`config.mk`:
```
export PLATFORM = sky130hd
export DESIGN_NAME = failed_bind_lockout_backoff_flat
export DESIGN_NICKNAME = d
export VERILOG_FILES = /design/src/fblb_pkg.sv /design/src/fblb_if.sv /design/src/fblb_ram.sv /design/src/fblb_cmp.sv /design/src/failed_bind_lockout_backoff.sv /design/src/flat_wrapper.sv
export SDC_FILE = /design/constraint.sdc
export NUM_CORES = 2
export LEC_CHECK = 0
export BUFFER_PORTS_ARGS = -buffer_cell sky130_fd_sc_hd__buf_2
export CAP_MARGIN = 20
export CORE_ASPECT_RATIO = 1.4
export CORE_MARGIN = 1
export CORE_UTILIZATION = 57
export DETAILED_ROUTE_END_ITERATION = 7
export GPL_ROUTABILITY_DRIVEN = 0
export GPL_TIMING_DRIVEN = 0
export PLACE_DENSITY = 0.77
export SYNTH_ARGS = -nofsm -noshare
export SYNTH_HDL_FRONTEND = slang
export SYNTH_SLANG_ARGS = --single-unit
```
`constraint.sdc`:
```
create_clock -name clk_i -period 4.6 [get_ports clk_i]
set_input_delay 0.92 -clock clk_i [delete_from_list [all_inputs] [get_ports clk_i]]
set_output_delay 0.92 -clock clk_i [all_outputs]
set_load 0.01 [all_outputs]
```
`src/fblb_pkg.sv`:
```
package fblb_pkg;

  typedef enum logic [1:0] {
    FUNC_QUERY  = 2'd0,
    FUNC_FAIL   = 2'd1,
    FUNC_CLEAN  = 2'd2,
    FUNC_DELETE = 2'd3
  } func_e;

  localparam int unsigned FAILURE_SLOTS_DEF = 16;

  localparam int unsigned TIME_W     = 32;
  localparam int unsigned SPAN_W     = 16;
  localparam int unsigned LIMIT_W    = 5;
  localparam int unsigned STORED_W   = 5;
  localparam int unsigned CFG_IDX_W  = 3;
  localparam int unsigned CFG_DATA_W = 16;

  localparam logic [CFG_IDX_W-1:0] CFG_WINDOW    = 3'd0;
  localparam logic [CFG_IDX_W-1:0] CFG_RETENTION = 3'd1;
  localparam logic [CFG_IDX_W-1:0] CFG_LIMIT     = 3'd2;
  localparam logic [CFG_IDX_W-1:0] CFG_FIRST     = 3'd3;
  localparam logic [CFG_IDX_W-1:0] CFG_SECOND    = 3'd4;
  localparam logic [CFG_IDX_W-1:0] CFG_THIRD     = 3'd5;
  localparam logic [CFG_IDX_W-1:0] CFG_LONGEST   = 3'd6;

  localparam logic [SPAN_W-1:0]  WINDOW_DEF    = 16'd360;
  localparam logic [SPAN_W-1:0]  RETENTION_DEF = 16'd1200;
  localparam logic [LIMIT_W-1:0] LIMIT_DEF     = 5'd2;
  localparam logic [SPAN_W-1:0]  FIRST_DEF     = 16'd60;
  localparam logic [SPAN_W-1:0]  SECOND_DEF    = 16'd180;
  localparam logic [SPAN_W-1:0]  THIRD_DEF     = 16'd300;
  localparam logic [SPAN_W-1:0]  LONGEST_DEF   = 16'd600;

  typedef struct packed {
    logic              clean;
    logic [TIME_W-1:0] thr;
    logic              thr_neg;
    logic [TIME_W-1:0] last_lock;
  } cmp_cfg_t;

endpackage

```
`src/fblb_if.sv`:
```
interface fblb_req_if;
  logic                          valid;
  logic                          ready;
  fblb_pkg::func_e               func;
  logic [fblb_pkg::TIME_W-1:0]   now_time;
  logic                          exempt;

  modport source (output valid, func, now_time, exempt, input ready);
  modport sink (input valid, func, now_time, exempt, output ready);
endinterface

interface fblb_rsp_if;
  logic                          valid;
  logic                          ready;
  logic                          frozen;
  logic                          froze_now;
  logic [fblb_pkg::TIME_W-1:0]   lock_start;
  logic [fblb_pkg::TIME_W-1:0]   lock_end;
  logic [fblb_pkg::STORED_W-1:0] stored_failures;

  modport source (output valid, frozen, froze_now, lock_start, lock_end, stored_failures,
                  input ready);
  modport sink (input valid, frozen, froze_now, lock_start, lock_end, stored_failures,
                output ready);
endinterface

```
`src/fblb_ram.sv`:
```
module fblb_ram #(
  parameter int unsigned WIDTH = 32,
  parameter int unsigned DEPTH = 16
) (
  input  logic                     clk_i,
  input  logic                     we_i,
  input  logic [$clog2(DEPTH)-1:0] waddr_i,
  input  logic [WIDTH-1:0]         wdata_i,
  input  logic [$clog2(DEPTH)-1:0] raddr_i,
  output logic [WIDTH-1:0]         rdata_o
);

  logic [WIDTH-1:0] mem_q [DEPTH];
  logic [WIDTH-1:0] rdata_q;

  always_ff @(posedge clk_i) begin
    if (we_i) begin
      mem_q[waddr_i] <= wdata_i;
    end
    rdata_q <= mem_q[raddr_i];
  end

  assign rdata_o = rdata_q;

endmodule

```
`src/fblb_cmp.sv`:
```
module fblb_cmp (
  input  fblb_pkg::cmp_cfg_t          cfg_i,
  input  logic [fblb_pkg::TIME_W-1:0] entry_i,
  output logic                        hit_o
);

  logic counted;
  logic aged;

  // counted: inside the window and newer than the last lock
  assign counted = (cfg_i.thr_neg || (entry_i > cfg_i.thr)) && (entry_i > cfg_i.last_lock);
  // aged: older than the retention bound
  assign aged    = !cfg_i.thr_neg && (entry_i < cfg_i.thr);
  assign hit_o   = cfg_i.clean ? aged : counted;

endmodule

```
`src/failed_bind_lockout_backoff.sv`:
```
// query, delete and exempt items present their result in the cycle after the transfer
// failure items pass ST_SCAN, ST_PUSH and ST_RESP, clean items ST_SCAN and ST_RESP
// the ring is walked one entry per cycle through the single read port of the ring memory
// one item at a time: the next transfer is taken the cycle after the result is taken
// reset: async active low, clears counts, lock state and sets registers to defaults
// ring contents are undefined after reset and only entries below the count are read
module failed_bind_lockout_backoff #(
  parameter int unsigned FAILURE_SLOTS = fblb_pkg::FAILURE_SLOTS_DEF
) (
  input  logic                              clk_i,
  input  logic                              rst_ni,
  input  logic                              cfg_we_i,
  input  logic [fblb_pkg::CFG_IDX_W-1:0]    cfg_idx_i,
  input  logic [fblb_pkg::CFG_DATA_W-1:0]   cfg_wdata_i,
  fblb_req_if.sink                          req_i,
  fblb_rsp_if.source                        rsp_o
);

  localparam int unsigned IW = $clog2(FAILURE_SLOTS);
  localparam int unsigned CW = $clog2(FAILURE_SLOTS + 1);
  localparam int unsigned SW = IW + 1;
  localparam int unsigned LW = (CW > fblb_pkg::LIMIT_W) ? CW : fblb_pkg::LIMIT_W;
  localparam int unsigned TW = fblb_pkg::TIME_W;

  typedef enum logic [1:0] {
    ST_IDLE,
    ST_SCAN,
    ST_PUSH,
    ST_RESP
  } state_e;

  function automatic logic [IW-1:0] slot_of(input logic [IW-1:0] base,
                                            input logic [SW-1:0] ofs);
    logic [SW-1:0] sum;
    sum = SW'(base) + ofs;
    if (sum >= SW'(FAILURE_SLOTS)) begin
      sum = sum - SW'(FAILURE_SLOTS);
    end
    return sum[IW-1:0];
  endfunction

  state_e state_q;

  logic [fblb_pkg::SPAN_W-1:0]  window_q;
  logic [fblb_pkg::SPAN_W-1:0]  retention_q;
  logic [fblb_pkg::LIMIT_W-1:0] limit_q;
  logic [fblb_pkg::SPAN_W-1:0]  first_q;
  logic [fblb_pkg::SPAN_W-1:0]  second_q;
  logic [fblb_pkg::SPAN_W-1:0]  third_q;
  logic [fblb_pkg::SPAN_W-1:0]  longest_q;

  logic [CW-1:0] count_q;
  logic [IW-1:0] oldest_q;
  logic [TW-1:0] last_lock_q;
  logic [TW-1:0] lock_begin_q;
  logic [TW-1:0] lock_finish_q;

  fblb_pkg::func_e func_q;
  logic [TW-1:0]   now_q;
  logic [TW-1:0]   thr_q;
  logic            thr_neg_q;
  logic [TW-1:0]   diff_q;
  logic [CW-1:0]   rd_k_q;
  logic [CW-1:0]   wr_n_q;
  logic            pend_q;
  logic [CW-1:0]   counted_q;
  logic            any_old_q;
  logic            frozen_q;
  logic            froze_q;

  logic [fblb_pkg::SPAN_W-1:0] span;
  logic [TW:0]                 thr_sum;
  logic [IW-1:0]               rd_addr;
  logic [SW-1:0]               wr_ofs;
  logic [IW-1:0]               wr_addr;
  logic                        ram_we;
  logic [TW-1:0]               ram_wdata;
  logic [TW-1:0]               ram_rdata;
  fblb_pkg::cmp_cfg_t          cmp_cfg;
  logic                        hit;
  logic                        trigger;
  logic [fblb_pkg::SPAN_W-1:0] next_len;
  logic [TW:0]                 end_sum;
  logic                        scan_done;

  assign span    = (req_i.func == fblb_pkg::FUNC_CLEAN) ? retention_q : window_q;
  assign thr_sum = {1'b0, req_i.now_time} - (TW + 1)'(span);

  assign rd_addr   = slot_of(oldest_q, SW'(rd_k_q));
  assign wr_ofs    = (state_q == ST_PUSH) ? SW'(count_q) : SW'(wr_n_q);
  assign wr_addr   = slot_of(oldest_q, wr_ofs);
  assign ram_we    = (state_q == ST_PUSH) ||
                     ((state_q == ST_SCAN) && pend_q && (func_q == fblb_pkg::FUNC_CLEAN) && !hit);
  assign ram_wdata = (state_q == ST_PUSH) ? now_q : ram_rdata;
  assign scan_done = (rd_k_q == count_q) && !pend_q;

  assign cmp_cfg.clean     = (func_q == fblb_pkg::FUNC_CLEAN);
  assign cmp_cfg.thr       = thr_q;
  assign cmp_cfg.thr_neg   = thr_neg_q;
  assign cmp_cfg.last_lock = last_lock_q;

  always_comb begin
    if (diff_q == '0) begin
      next_len = first_q;
    end else if (diff_q == TW'(first_q)) begin
      next_len = second_q;
    end else if (diff_q == TW'(second_q)) begin
      next_len = third_q;
    end else begin
      next_len = longest_q;
    end
  end

  assign trigger = LW'(counted_q) >= LW'(limit_q);
  assign end_sum = {1'b0, now_q} + (TW + 1)'(next_len);

  fblb_ram #(
    .WIDTH (TW),
    .DEPTH (FAILURE_SLOTS)
  ) u_ring (
    .clk_i   (clk_i),
    .we_i    (ram_we),
    .waddr_i (wr_addr),
    .wdata_i (ram_wdata),
    .raddr_i (rd_addr),
    .rdata_o (ram_rdata)
  );

  fblb_cmp u_cmp (
    .cfg_i   (cmp_cfg),
    .entry_i (ram_rdata),
    .hit_o   (hit)
  );

  always_ff @(posedge clk_i or negedge rst_ni) begin
    if (!rst_ni) begin
      state_q       <= ST_IDLE;
      window_q      <= fblb_pkg::WINDOW_DEF;
      retention_q   <= fblb_pkg::RETENTION_DEF;
      limit_q       <= fblb_pkg::LIMIT_DEF;
      first_q       <= fblb_pkg::FIRST_DEF;
      second_q      <= fblb_pkg::SECOND_DEF;
      third_q       <= fblb_pkg::THIRD_DEF;
      longest_q     <= fblb_pkg::LONGEST_DEF;
      count_q       <= '0;
      oldest_q      <= '0;
      last_lock_q   <= '0;
      lock_begin_q  <= '0;
      lock_finish_q <= '0;
      func_q        <= fblb_pkg::FUNC_QUERY;
      now_q         <= '0;
      thr_q         <= '0;
      thr_neg_q     <= 1'b0;
      diff_q        <= '0;
      rd_k_q        <= '0;
      wr_n_q        <= '0;
      pend_q        <= 1'b0;
      counted_q     <= '0;
      any_old_q     <= 1'b0;
      frozen_q      <= 1'b0;
      froze_q       <= 1'b0;
    end else begin
      if (cfg_we_i) begin
        unique case (cfg_idx_i)
          fblb_pkg::CFG_WINDOW:    window_q    <= cfg_wdata_i;
          fblb_pkg::CFG_RETENTION: retention_q <= cfg_wdata_i;
          fblb_pkg::CFG_LIMIT:     limit_q     <= cfg_wdata_i[fblb_pkg::LIMIT_W-1:0];
          fblb_pkg::CFG_FIRST:     first_q     <= cfg_wdata_i;
          fblb_pkg::CFG_SECOND:    second_q    <= cfg_wdata_i;
          fblb_pkg::CFG_THIRD:     third_q     <= cfg_wdata_i;
          fblb_pkg::CFG_LONGEST:   longest_q   <= cfg_wdata_i;
          default: ;
        endcase
      end

      unique case (state_q)
        ST_IDLE: begin
          if (req_i.valid) begin
            func_q    <= req_i.func;
            now_q     <= req_i.now_time;
            thr_q     <= thr_sum[TW-1:0];
            thr_neg_q <= thr_sum[TW];
            diff_q    <= lock_finish_q - lock_begin_q;
            rd_k_q    <= '0;
            wr_n_q    <= '0;
            pend_q    <= 1'b0;
            counted_q <= '0;
            any_old_q <= 1'b0;
            frozen_q  <= 1'b0;
            froze_q   <= 1'b0;
            if (req_i.exempt) begin
              state_q <= ST_RESP;
            end else begin
              unique case (req_i.func)
                fblb_pkg::FUNC_QUERY: begin
                  frozen_q <= (count_q != '0) && (req_i.now_time <= lock_finish_q);
                  state_q  <= ST_RESP;
                end
                fblb_pkg::FUNC_FAIL, fblb_pkg::FUNC_CLEAN: begin
                  state_q <= ST_SCAN;
                end
                fblb_pkg::FUNC_DELETE: begin
                  count_q       <= '0;
                  oldest_q      <= '0;
                  last_lock_q   <= '0;
                  lock_begin_q  <= '0;
                  lock_finish_q <= '0;
                  state_q       <= ST_RESP;
                end
              endcase
            end
          end
        end
        ST_SCAN: begin
          if (rd_k_q != count_q) begin
            rd_k_q <= rd_k_q + 1'b1;
            pend_q <= 1'b1;
          end else begin
            pend_q <= 1'b0;
          end
          if (pend_q) begin
            if (func_q == fblb_pkg::FUNC_CLEAN) begin
              if (hit) begin
                any_old_q <= 1'b1;
              end else begin
                wr_n_q <= wr_n_q + 1'b1;
              end
            end else if (hit) begin
              counted_q <= counted_q + 1'b1;
            end
          end
          if (scan_done) begin
            if (func_q == fblb_pkg::FUNC_CLEAN) begin
              count_q <= wr_n_q;
              if (any_old_q && !thr_neg_q && (last_lock_q < thr_q)) begin
                last_lock_q <= '0;
              end
              if (!((lock_begin_q == '0) && (lock_finish_q == '0)) && !thr_neg_q &&
                  (lock_begin_q < thr_q)) begin
                lock_begin_q  <= '0;
                lock_finish_q <= '0;
              end
              state_q <= ST_RESP;
            end else begin
              state_q <= ST_PUSH;
            end
          end
        end
        ST_PUSH: begin
          if (count_q < CW'(FAILURE_SLOTS)) begin
            count_q <= count_q + 1'b1;
          end else begin
            oldest_q <= slot_of(oldest_q, SW'(1));
          end
          if (trigger) begin
            froze_q       <= 1'b1;
            last_lock_q   <= now_q;
            lock_begin_q  <= now_q;
            lock_finish_q <= end_sum[TW] ? '1 : end_sum[TW-1:0];
          end
          state_q <= ST_RESP;
        end
        ST_RESP: begin
          if (rsp_o.ready) begin
            state_q <= ST_IDLE;
          end
        end
      endcase
    end
  end

  assign req_i.ready           = (state_q == ST_IDLE);
  assign rsp_o.valid           = (state_q == ST_RESP);
  assign rsp_o.frozen          = frozen_q;
  assign rsp_o.froze_now       = froze_q;
  assign rsp_o.lock_start      = lock_begin_q;
  assign rsp_o.lock_end        = lock_finish_q;
  assign rsp_o.stored_failures = fblb_pkg::STORED_W'(count_q);

`ifndef ASSERT_OFF
  a_count_bound: assert property (@(posedge clk_i) disable iff (!rst_ni)
    count_q <= CW'(FAILURE_SLOTS))
    else $error("failure count above ring depth");

  a_lock_order: assert property (@(posedge clk_i) disable iff (!rst_ni)
    lock_finish_q >= lock_begin_q)
    else $error("lock end before lock start");

  a_exempt_resp: assert property (@(posedge clk_i) disable iff (!rst_ni)
    req_i.valid && req_i.ready && req_i.exempt |=> rsp_o.valid)
    else $error("exempt transfer did not answer at once");

  a_one_item: assert property (@(posedge clk_i) disable iff (!rst_ni)
    !(req_i.ready && rsp_o.valid))
    else $error("new transfer taken while result pending");
`endif

endmodule

```
`src/flat_wrapper.sv`:
```
// flat-port wrapper written by rule: the top's interface ports become plain ports
module failed_bind_lockout_backoff_flat 
#(
  parameter int unsigned FAILURE_SLOTS = fblb_pkg::FAILURE_SLOTS_DEF
)
  (clk_i, rst_ni, cfg_we_i, cfg_idx_i, cfg_wdata_i, req_i_valid, req_i_func, req_i_now_time, req_i_exempt, req_i_ready, rsp_o_valid, rsp_o_frozen, rsp_o_froze_now, rsp_o_lock_start, rsp_o_lock_end, rsp_o_stored_failures, rsp_o_ready);
  fblb_req_if req_i_i ();
  fblb_rsp_if rsp_o_i ();
  input  logic clk_i;
  input  logic rst_ni;
  input  logic cfg_we_i;
  input  logic [fblb_pkg::CFG_IDX_W-1:0] cfg_idx_i;
  input  logic [fblb_pkg::CFG_DATA_W-1:0] cfg_wdata_i;
  input wire logic [$bits(req_i_i.valid)-1:0] req_i_valid;
  input wire logic [$bits(req_i_i.func)-1:0] req_i_func;
  input wire logic [$bits(req_i_i.now_time)-1:0] req_i_now_time;
  input wire logic [$bits(req_i_i.exempt)-1:0] req_i_exempt;
  output wire logic [$bits(req_i_i.ready)-1:0] req_i_ready;
  output wire logic [$bits(rsp_o_i.valid)-1:0] rsp_o_valid;
  output wire logic [$bits(rsp_o_i.frozen)-1:0] rsp_o_frozen;
  output wire logic [$bits(rsp_o_i.froze_now)-1:0] rsp_o_froze_now;
  output wire logic [$bits(rsp_o_i.lock_start)-1:0] rsp_o_lock_start;
  output wire logic [$bits(rsp_o_i.lock_end)-1:0] rsp_o_lock_end;
  output wire logic [$bits(rsp_o_i.stored_failures)-1:0] rsp_o_stored_failures;
  input wire logic [$bits(rsp_o_i.ready)-1:0] rsp_o_ready;
  assign req_i_i.valid = req_i_valid;
  assign req_i_i.func = req_i_func;
  assign req_i_i.now_time = req_i_now_time;
  assign req_i_i.exempt = req_i_exempt;
  assign req_i_ready = req_i_i.ready;
  assign rsp_o_valid = rsp_o_i.valid;
  assign rsp_o_frozen = rsp_o_i.frozen;
  assign rsp_o_froze_now = rsp_o_i.froze_now;
  assign rsp_o_lock_start = rsp_o_i.lock_start;
  assign rsp_o_lock_end = rsp_o_i.lock_end;
  assign rsp_o_stored_failures = rsp_o_i.stored_failures;
  assign rsp_o_i.ready = rsp_o_ready;
  failed_bind_lockout_backoff #(.FAILURE_SLOTS(FAILURE_SLOTS)) u_core (.clk_i(clk_i), .rst_ni(rst_ni), .cfg_we_i(cfg_we_i), .cfg_idx_i(cfg_idx_i), .cfg_wdata_i(cfg_wdata_i), .req_i(req_i_i), .rsp_o(rsp_o_i));
endmodule
```
* Word-level counts from Yosys, hierarchy flattened *
Memory sizes are Yosys's and may differ from the RTL's. A register that Yosys moved wholly into a read port is not among the register bits.
Index checks and enable logic that the tools add are counted.

operators by class
  reductions and logical operators = 49
  $lt $le $gt $ge = 11
  add/sub/neg operators = 13
  eq/ne operators = 33
  mux-type cells = 68

operator list
  operator                                                         number
  32-bit two-way mux                                               13
  32-bit one-hot mux with 3 select lines                           3
  32-bit logical NOT                                               3
  32-bit < comparator                                              3
  5-bit two-way mux                                                15
  32-bit by 16-bit equality test with 1-bit output                 2
  32-bit greater-than comparator                                   2
  16-bit two-way mux                                               4
  32-bit by 16-bit adder with 33-bit output                        1
  32-bit by 16-bit subtractor with 33-bit output                   1
  32-bit less-or-equal comparator                                  1
  32-bit subtractor                                                1
  5-bit one-hot mux with 2 select lines                            3
  4-bit two-way mux                                                7
  5-bit by 1-bit adder with 5-bit output, second input constant    4
  2-bit != test, second input constant                             10
  5-bit AND reduction                                              4
  2-bit AND reduction                                              9
  8-bit AND reduction                                              2
  5-bit >= comparator, second input constant                       3
  5-bit one-hot mux with 3 select lines                            1
  1-bit logical AND                                                12
  1-bit two-way mux                                                12
  2-bit by 1-bit != test with 1-bit output, second input constant  6
  27 further kinds                                                 52

storage, ports and cells
  output and inout bits = 73
  bits in writable memories = 512
  input port bits = 59
  register bits after elaboration = 326
  memories kept = 1

memory list
  memory               depth  bits a word  rd ports  clocked after Yosys merged registers in  wr ports  line            text
  u_core.u_ring.mem_q  16     32           1         1                                        1         fblb_ram.sv:13  logic [WIDTH-1:0] mem_q [DEPTH];

* Depth between registers and ports, before layout *
  word-level depth = 9
  gate-level depth with buffers = 21

* By module *
From an unflattened synthesis, not the netlist that was laid out.

second synthesis, totals
  cell total of the unflattened synthesis = 3384
  area total of the unflattened synthesis = 42426.9 um2

by module, submodules not included
  module                       sequential area each (um2)  instances  area each (um2)  cells an instance
  failed_bind_lockout_backoff  8189.1                      1          20963.9          2323
  fblb_ram                     16015.4                     1          19835.3          838
  fblb_cmp                     0.0                         1          1627.8           223

* Worst setup path after synthesis *
No wires, ideal clock.

  path kind = register to register
  start = reg u_core.second_q[5] (netlist bit)
  end = reg u_core.lock_finish_q[0], in the netlist u_core.rsp_o.lock_end[0]
  stages on the path, launching flop included = 22
  clock period less this slack = 4.521 ns
  required time = 4.517 ns
  data arrival time = 4.438 ns
  slack = 0.079 ns
  buffers on the path = 2
  path through = dfstp_2 xor2_1 nor4_1 nand4_1 nor2_1 buf_2 mux2i_1 nor2_1 a21oi_1 o21ai_0 ha_1 inv_1 fa_1 nor2b_1 o31ai_1 a211o_1 nand3b_1 a31oi_1 nor4_4 buf_2 o21ai_0 o21ai_0

between the ends
  longest elaborated chain between the ends = 8

RTL lines
  item                                              line                                text
  start, declared                                   failed_bind_lockout_backoff.sv:48   logic [fblb_pkg::SPAN_W-1:0] second_q;
  start signal, assigned                            failed_bind_lockout_backoff.sv:142  second_q <= fblb_pkg::SECOND_DEF;
  start signal, assigned                            failed_bind_lockout_backoff.sv:169  fblb_pkg::CFG_SECOND: second_q <= cfg_wdata_i;
  32-bit by 16-bit equality test with 1-bit output  failed_bind_lockout_backoff.sv:107  end else if (diff_q == TW'(second_q)) begin
  16-bit two-way mux                                failed_bind_lockout_backoff.sv:107
  16-bit two-way mux (*)                            failed_bind_lockout_backoff.sv:105  end else if (diff_q == TW'(first_q)) begin
  16-bit two-way mux (*)                            failed_bind_lockout_backoff.sv:103  if (diff_q == '0) begin
  32-bit by 16-bit adder with 33-bit output (*)     failed_bind_lockout_backoff.sv:115  assign end_sum = {1'b0, now_q} + (TW + 1)'(next_len);
  32-bit two-way mux (*)                            failed_bind_lockout_backoff.sv:259  lock_finish_q <= end_sum[TW] ? '1 : end_sum[TW-1:0];
  32-bit two-way mux (*)                            failed_bind_lockout_backoff.sv:255  if (trigger) begin
  32-bit one-hot mux with 3 select lines (*)        failed_bind_lockout_backoff.sv:176  unique case (state_q)
  end signal, assigned                              failed_bind_lockout_backoff.sv:259
  end, declared                                     failed_bind_lockout_backoff.sv:56   logic [TW-1:0] lock_finish_q;

Every way passes the cells marked *; elsewhere a longest branch is shown, timed or not. The select of a mux whose other input is x is not followed.
A chain may end at the register's enable or synchronous reset.

* Worst setup path in the final report *
  start = reg u_core.diff_q[13]
  end = reg u_core.lock_finish_q[29], in the netlist u_core.rsp_o.lock_end[29]

between the ends
  longest elaborated chain between the ends = 8
  elaborated cells between the ends (all ways) = 10
  classes of those cells = add/sub (1); eq/ne (2); mux (6); reduce/logical (1)

RTL lines
  item                                              line                                text
  start, declared                                   failed_bind_lockout_backoff.sv:62   logic [TW-1:0] diff_q;
  start signal, assigned                            failed_bind_lockout_backoff.sv:183  diff_q <= lock_finish_q - lock_begin_q;
  32-bit by 16-bit equality test with 1-bit output  failed_bind_lockout_backoff.sv:107
  16-bit two-way mux                                failed_bind_lockout_backoff.sv:107
  16-bit two-way mux                                failed_bind_lockout_backoff.sv:105
  16-bit two-way mux (*)                            failed_bind_lockout_backoff.sv:103
  32-bit by 16-bit adder with 33-bit output (*)     failed_bind_lockout_backoff.sv:115
  32-bit two-way mux (*)                            failed_bind_lockout_backoff.sv:259
  32-bit two-way mux (*)                            failed_bind_lockout_backoff.sv:255
  32-bit one-hot mux with 3 select lines (*)        failed_bind_lockout_backoff.sv:176

Marks and branches as above.

==> results.yml <==
status:
  outcome: "complete, but fails checks"
  violations: "setup timing"
cells_and_area:
  n_fill_cell: 5081
  regArea_mm2: 0.02422
  stdcell_count: 4745
  final_util: 0.6655
  syn2layout_area_growth_pct: 15.62
  nets: 4024
  post-route-cell-area_mm2: 0.04922
  drive_above_1_share: 0.2035
  multiInputGateArea_mm2: 0.01756
global_routing:
  grt_pass1_vias: 30840
  grt_pass1_wl_um: 187200
  grt_max_degree: 101
  grt.total_usage: 0.3358
  grt_overflow: 0
  grt_antenna_before_repair: 0
cts:
  cts_tree: "done"
  path_clk_slew_ns: 0.06
  clock_sinks: 870
  clock_path_buffers: 3
  cts_buffers: 83
  worstSkewPairLatency_ns: 0.67
  clock_tree.root_cell: "clkbuf_16"
  cts-htree-levels: 3
yosys:
  synth_top_area_frac: 0.3611
  synth_edf_count: 512
  synth_area_mm2: 0.04258
  synth.yosys.seq_area_share: 0.5685
  synth.top_cells.by_area: "edfxtp_1 36%, dfrtp_1 18%, ha_1 7.2%"
  avgSynthCellArea_um2: 12.59
  yosysUniqueCellTypes: 81
  synth_ff_type: "edfxtp_1"
  yosysTopAreaCell: "edfxtp_1"
  synth_most_common_cell: "edfxtp_1"
  synth.net_count: 3692
  async_reset_ff_frac: 0.3747
  ys_ff_latch: 870
  yosys_warnings: 0
  netlist_top_cells_count: "512 x edfxtp_1, 397 x nand2_1, 301 x dfrtp_1, 246 x ha_1, 240 x o21ai_0"
  syn_inst: 3382
worst_hold_path:
  hold_class: "in -> async"
floorplan:
  die_x_um: 233.0
  start_util: 0.5756
  core_area_mm2: 0.07397
  die_y_um: 325.4
  rows: 118
  die_area_mm2: 0.07581
  ios: 132
placed_design:
  dpl.cell_count: 4519
  dpl.hpwl_um: 89450
  port_buffers: 129
  dp_slack_ns: -1.921
  dpl-instance-area_mm2: 0.04519
timing:
  setup_viol: 28
  clock.fmax_ghz: 0.2099
  setup_slack_ns: -0.1645
  hold_slack_ns: 0.2316
  worst_pin_slew_ns: 1.376
  finalCritPeriodShare: 1.036
  rsz0062_at_grt: "yes"
  fin_crit_ns: 4.765
  slew_headroom: 0.07431
  slew_viol_final: 0
  clock_skew_ns: 0.04174
  hold_viol_final: 0
worst_setup_path:
  start_kind: "flip-flop"
  critPathMaxFanout: 4
  critPathKind: "reg -> reg"
  cp_common_cell: "buf_6"
  crit_path_cell_trace: "xor2_1 > nor4_1 > nand4_1 > nor2_4 > clkbuf_16 > mux2i_4 > nor2_1 > a21oi_1 > o21ai_0 > ha_1 > o21a_1 > o31ai_4 > a211o_1 > nand3b_1 > buf_6 > a31oi_4 > nor4_4 > buf_4 > buf_6 > and3b_1 > o31ai_1"
  crit_family: "simple AND/OR/NAND/NOR gates"
  critPathBufInv: 4
  slowest_delay_ns: 0.49
  critPathCaptureType: "flip-flop"
  r2r-start: "u_core.diff_q[13]$_DFFE_PN0P_"
  required_ns: 5.17
  startpoint: "u_core.diff_q[13]$_DFFE_PN0P_"
  crit_slowest_cell: "dfrtp_2"
  worstPathArrival_ns: 5.33
route:
  vias: 30780
  drtPass1Iterations: 6
  drtIter0Drc: 3218
  routed_wirelength_um: 128700
  wl_per_cell_um: 27.12
  vias_per_cell: 6.487
  drcViolationCount: 0
  antenna_left: 0
pwr:
  powerDensity_mw_per_mm2: 703.1
  ir_worst_vdd_mv: 0.3866
  p_leak_uw: 0.01963
job:
  cap_violations: 0
==> what timing repair did <==
action | 4_1_cts | 5_1_grt
buffers inserted | 30 | 30
pin swaps | 21 | 66
resized for setup | 44 | 140
cloned | 1 | 3
endpoints found under the setup margin | 410 | 227
hold buffers | 0 | 0
==> stage by stage <==
stage               power, uW  TNS [ns]
finish                  34610    -2.715
global route            36240    -3.743
CTS                     33690         0
detailed placement      26280   -123.88
global placement        25590  -2141.94
floorplan               21340         0
==> registers in the layout, summed over array words and instances, names as in the netlist, 5 cells and up <==
register,count
u_core.window_q,16
u_core.diff_q,32
u_core.retention_q,16
u_core.thr_q,32
u_core.u_ring.rdata_o,32
u_core.now_q,32
u_core.rsp_o.lock_end,32
u_core.third_q,16
u_core.second_q,16
u_core.longest_q,16
u_core.last_lock_q,32
u_core.rsp_o.lock_start,32
u_core.first_q,16
u_core.wr_n_q,5
u_core.counted_q,5
u_core.rsp_o.stored_failures,5
u_core.rd_k_q,5
u_core.u_ring.mem_q,512
u_core.limit_q,5
==> where the power goes <==
| group | internal (uW) | switching (uW) | leakage [uW] |
|---|---|---|---|
| registers | 10700 | 1450 | 0.00901 |
| logic | 5940 | 9330 | 0.00923 |
| clock network | 4160 | 3040 | 0.00139 |
==> metal layers <==
layer	GRT usage	routed length, um	share of wire	vias up
met1	0.3678	43280	0.34	15130
li1	-	-	-	13250
met3	0.05812	9902	0.077	604
met5	0	0	0	-
met2	0.5674	63550	0.49	1801
met4	0.2749	11920	0.093	0
==> worst paths after layout <==
path | end | slack [ns] | cells past startpoint
max in group asynchronous | u_core.now_q[4]$_DFFE_PN0P_ | 2.96 | 3
min in group clk_i | u_core.diff_q[25]$_DFFE_PN0P_ | 0.48 | 2
setup reg to reg | u_core.rsp_o.lock_end[29]$_DFFE_PN0P_ | -0.16 | 21
setup / recovery | u_core.rsp_o.lock_end[29]$_DFFE_PN0P_ | -0.16 | 21
hold / removal | u_core.diff_q[31]$_DFFE_PN0P_ | 0.23 | 1
hold reg to reg | u_core.diff_q[25]$_DFFE_PN0P_ | 0.48 | 2
==> cells by family (layout without fill, tap and decap cells) <==
family / after synthesis / after routing / synth area share
adders and majority gates: 251 / 251 / 0.07464
muxes: 307 / 307 / 0.1129
xor gates and xnor gates: 107 / 107 / 0.02201
DFF: 870 / 870 / 0.5685
buffers and inverters: 334 / 736 / 0.03083
other: 0 / 1 / 0
and+or+nand+nor: 861 / 861 / 0.09489
AOI/OAI and AO/OA: 652 / 652 / 0.09624
==> worst reg2reg max path: cells and delay by family (launching register included) <==
kind            cells  cell delay (ns)
flops               1             0.49
buf+inv             4             0.68
fa+ha+maj           1             0.40
simple gates        7             1.51
xor+xnor            1             0.19
compound gates      7             1.14
mux                 1             0.25
==> cells in the final DEF (no fill, tap or decap), types with 20 or more instances in the layout <==
master / netlist / final
and3_1: 20 / 20
a21oi_1: 111 / 104
o21ai_2: 0 / 20
dfrtp_1: 301 / 291
nor3_1: 34 / 32
edfxtp_1: 512 / 512
nand2_1: 397 / 396
nor2_4: 0 / 24
a31oi_1: 47 / 45
a211oi_1: 50 / 49
nand3_1: 61 / 61
dfstp_2: 25 / 25
mux4_2: 128 / 128
xor2_1: 68 / 67
xnor2_1: 39 / 39
nand4_1: 45 / 45
buf_4: 0 / 66
nand2b_1: 29 / 29
mux2_2: 105 / 105
o21ai_1: 8 / 60
inv_1: 206 / 205
ha_1: 246 / 241
o21ai_0: 240 / 168
dfxtp_1: 32 / 32
clkbuf_1: 91 / 97
buf_12: 0 / 23
nor4_1: 42 / 39
a21o_1: 61 / 61
clkbuf_16: 0 / 88
and2_1: 42 / 42
buf_2: 17 / 151
nor2_1: 127 / 102
mux2i_1: 74 / 68
==> area by class of cell <==
cell class,count,share of cell area
antenna,1,0.00005084
tap,960,0.02440
inverter,206,0.01571
buffer,125,0.01187
multi-input combinational,2178,0.3567
sequential,870,0.4920
timing repair buffer,250,0.04166
clock buffer,110,0.04677
clock inverter,45,0.01088
(Power assumes the default switching activity.)
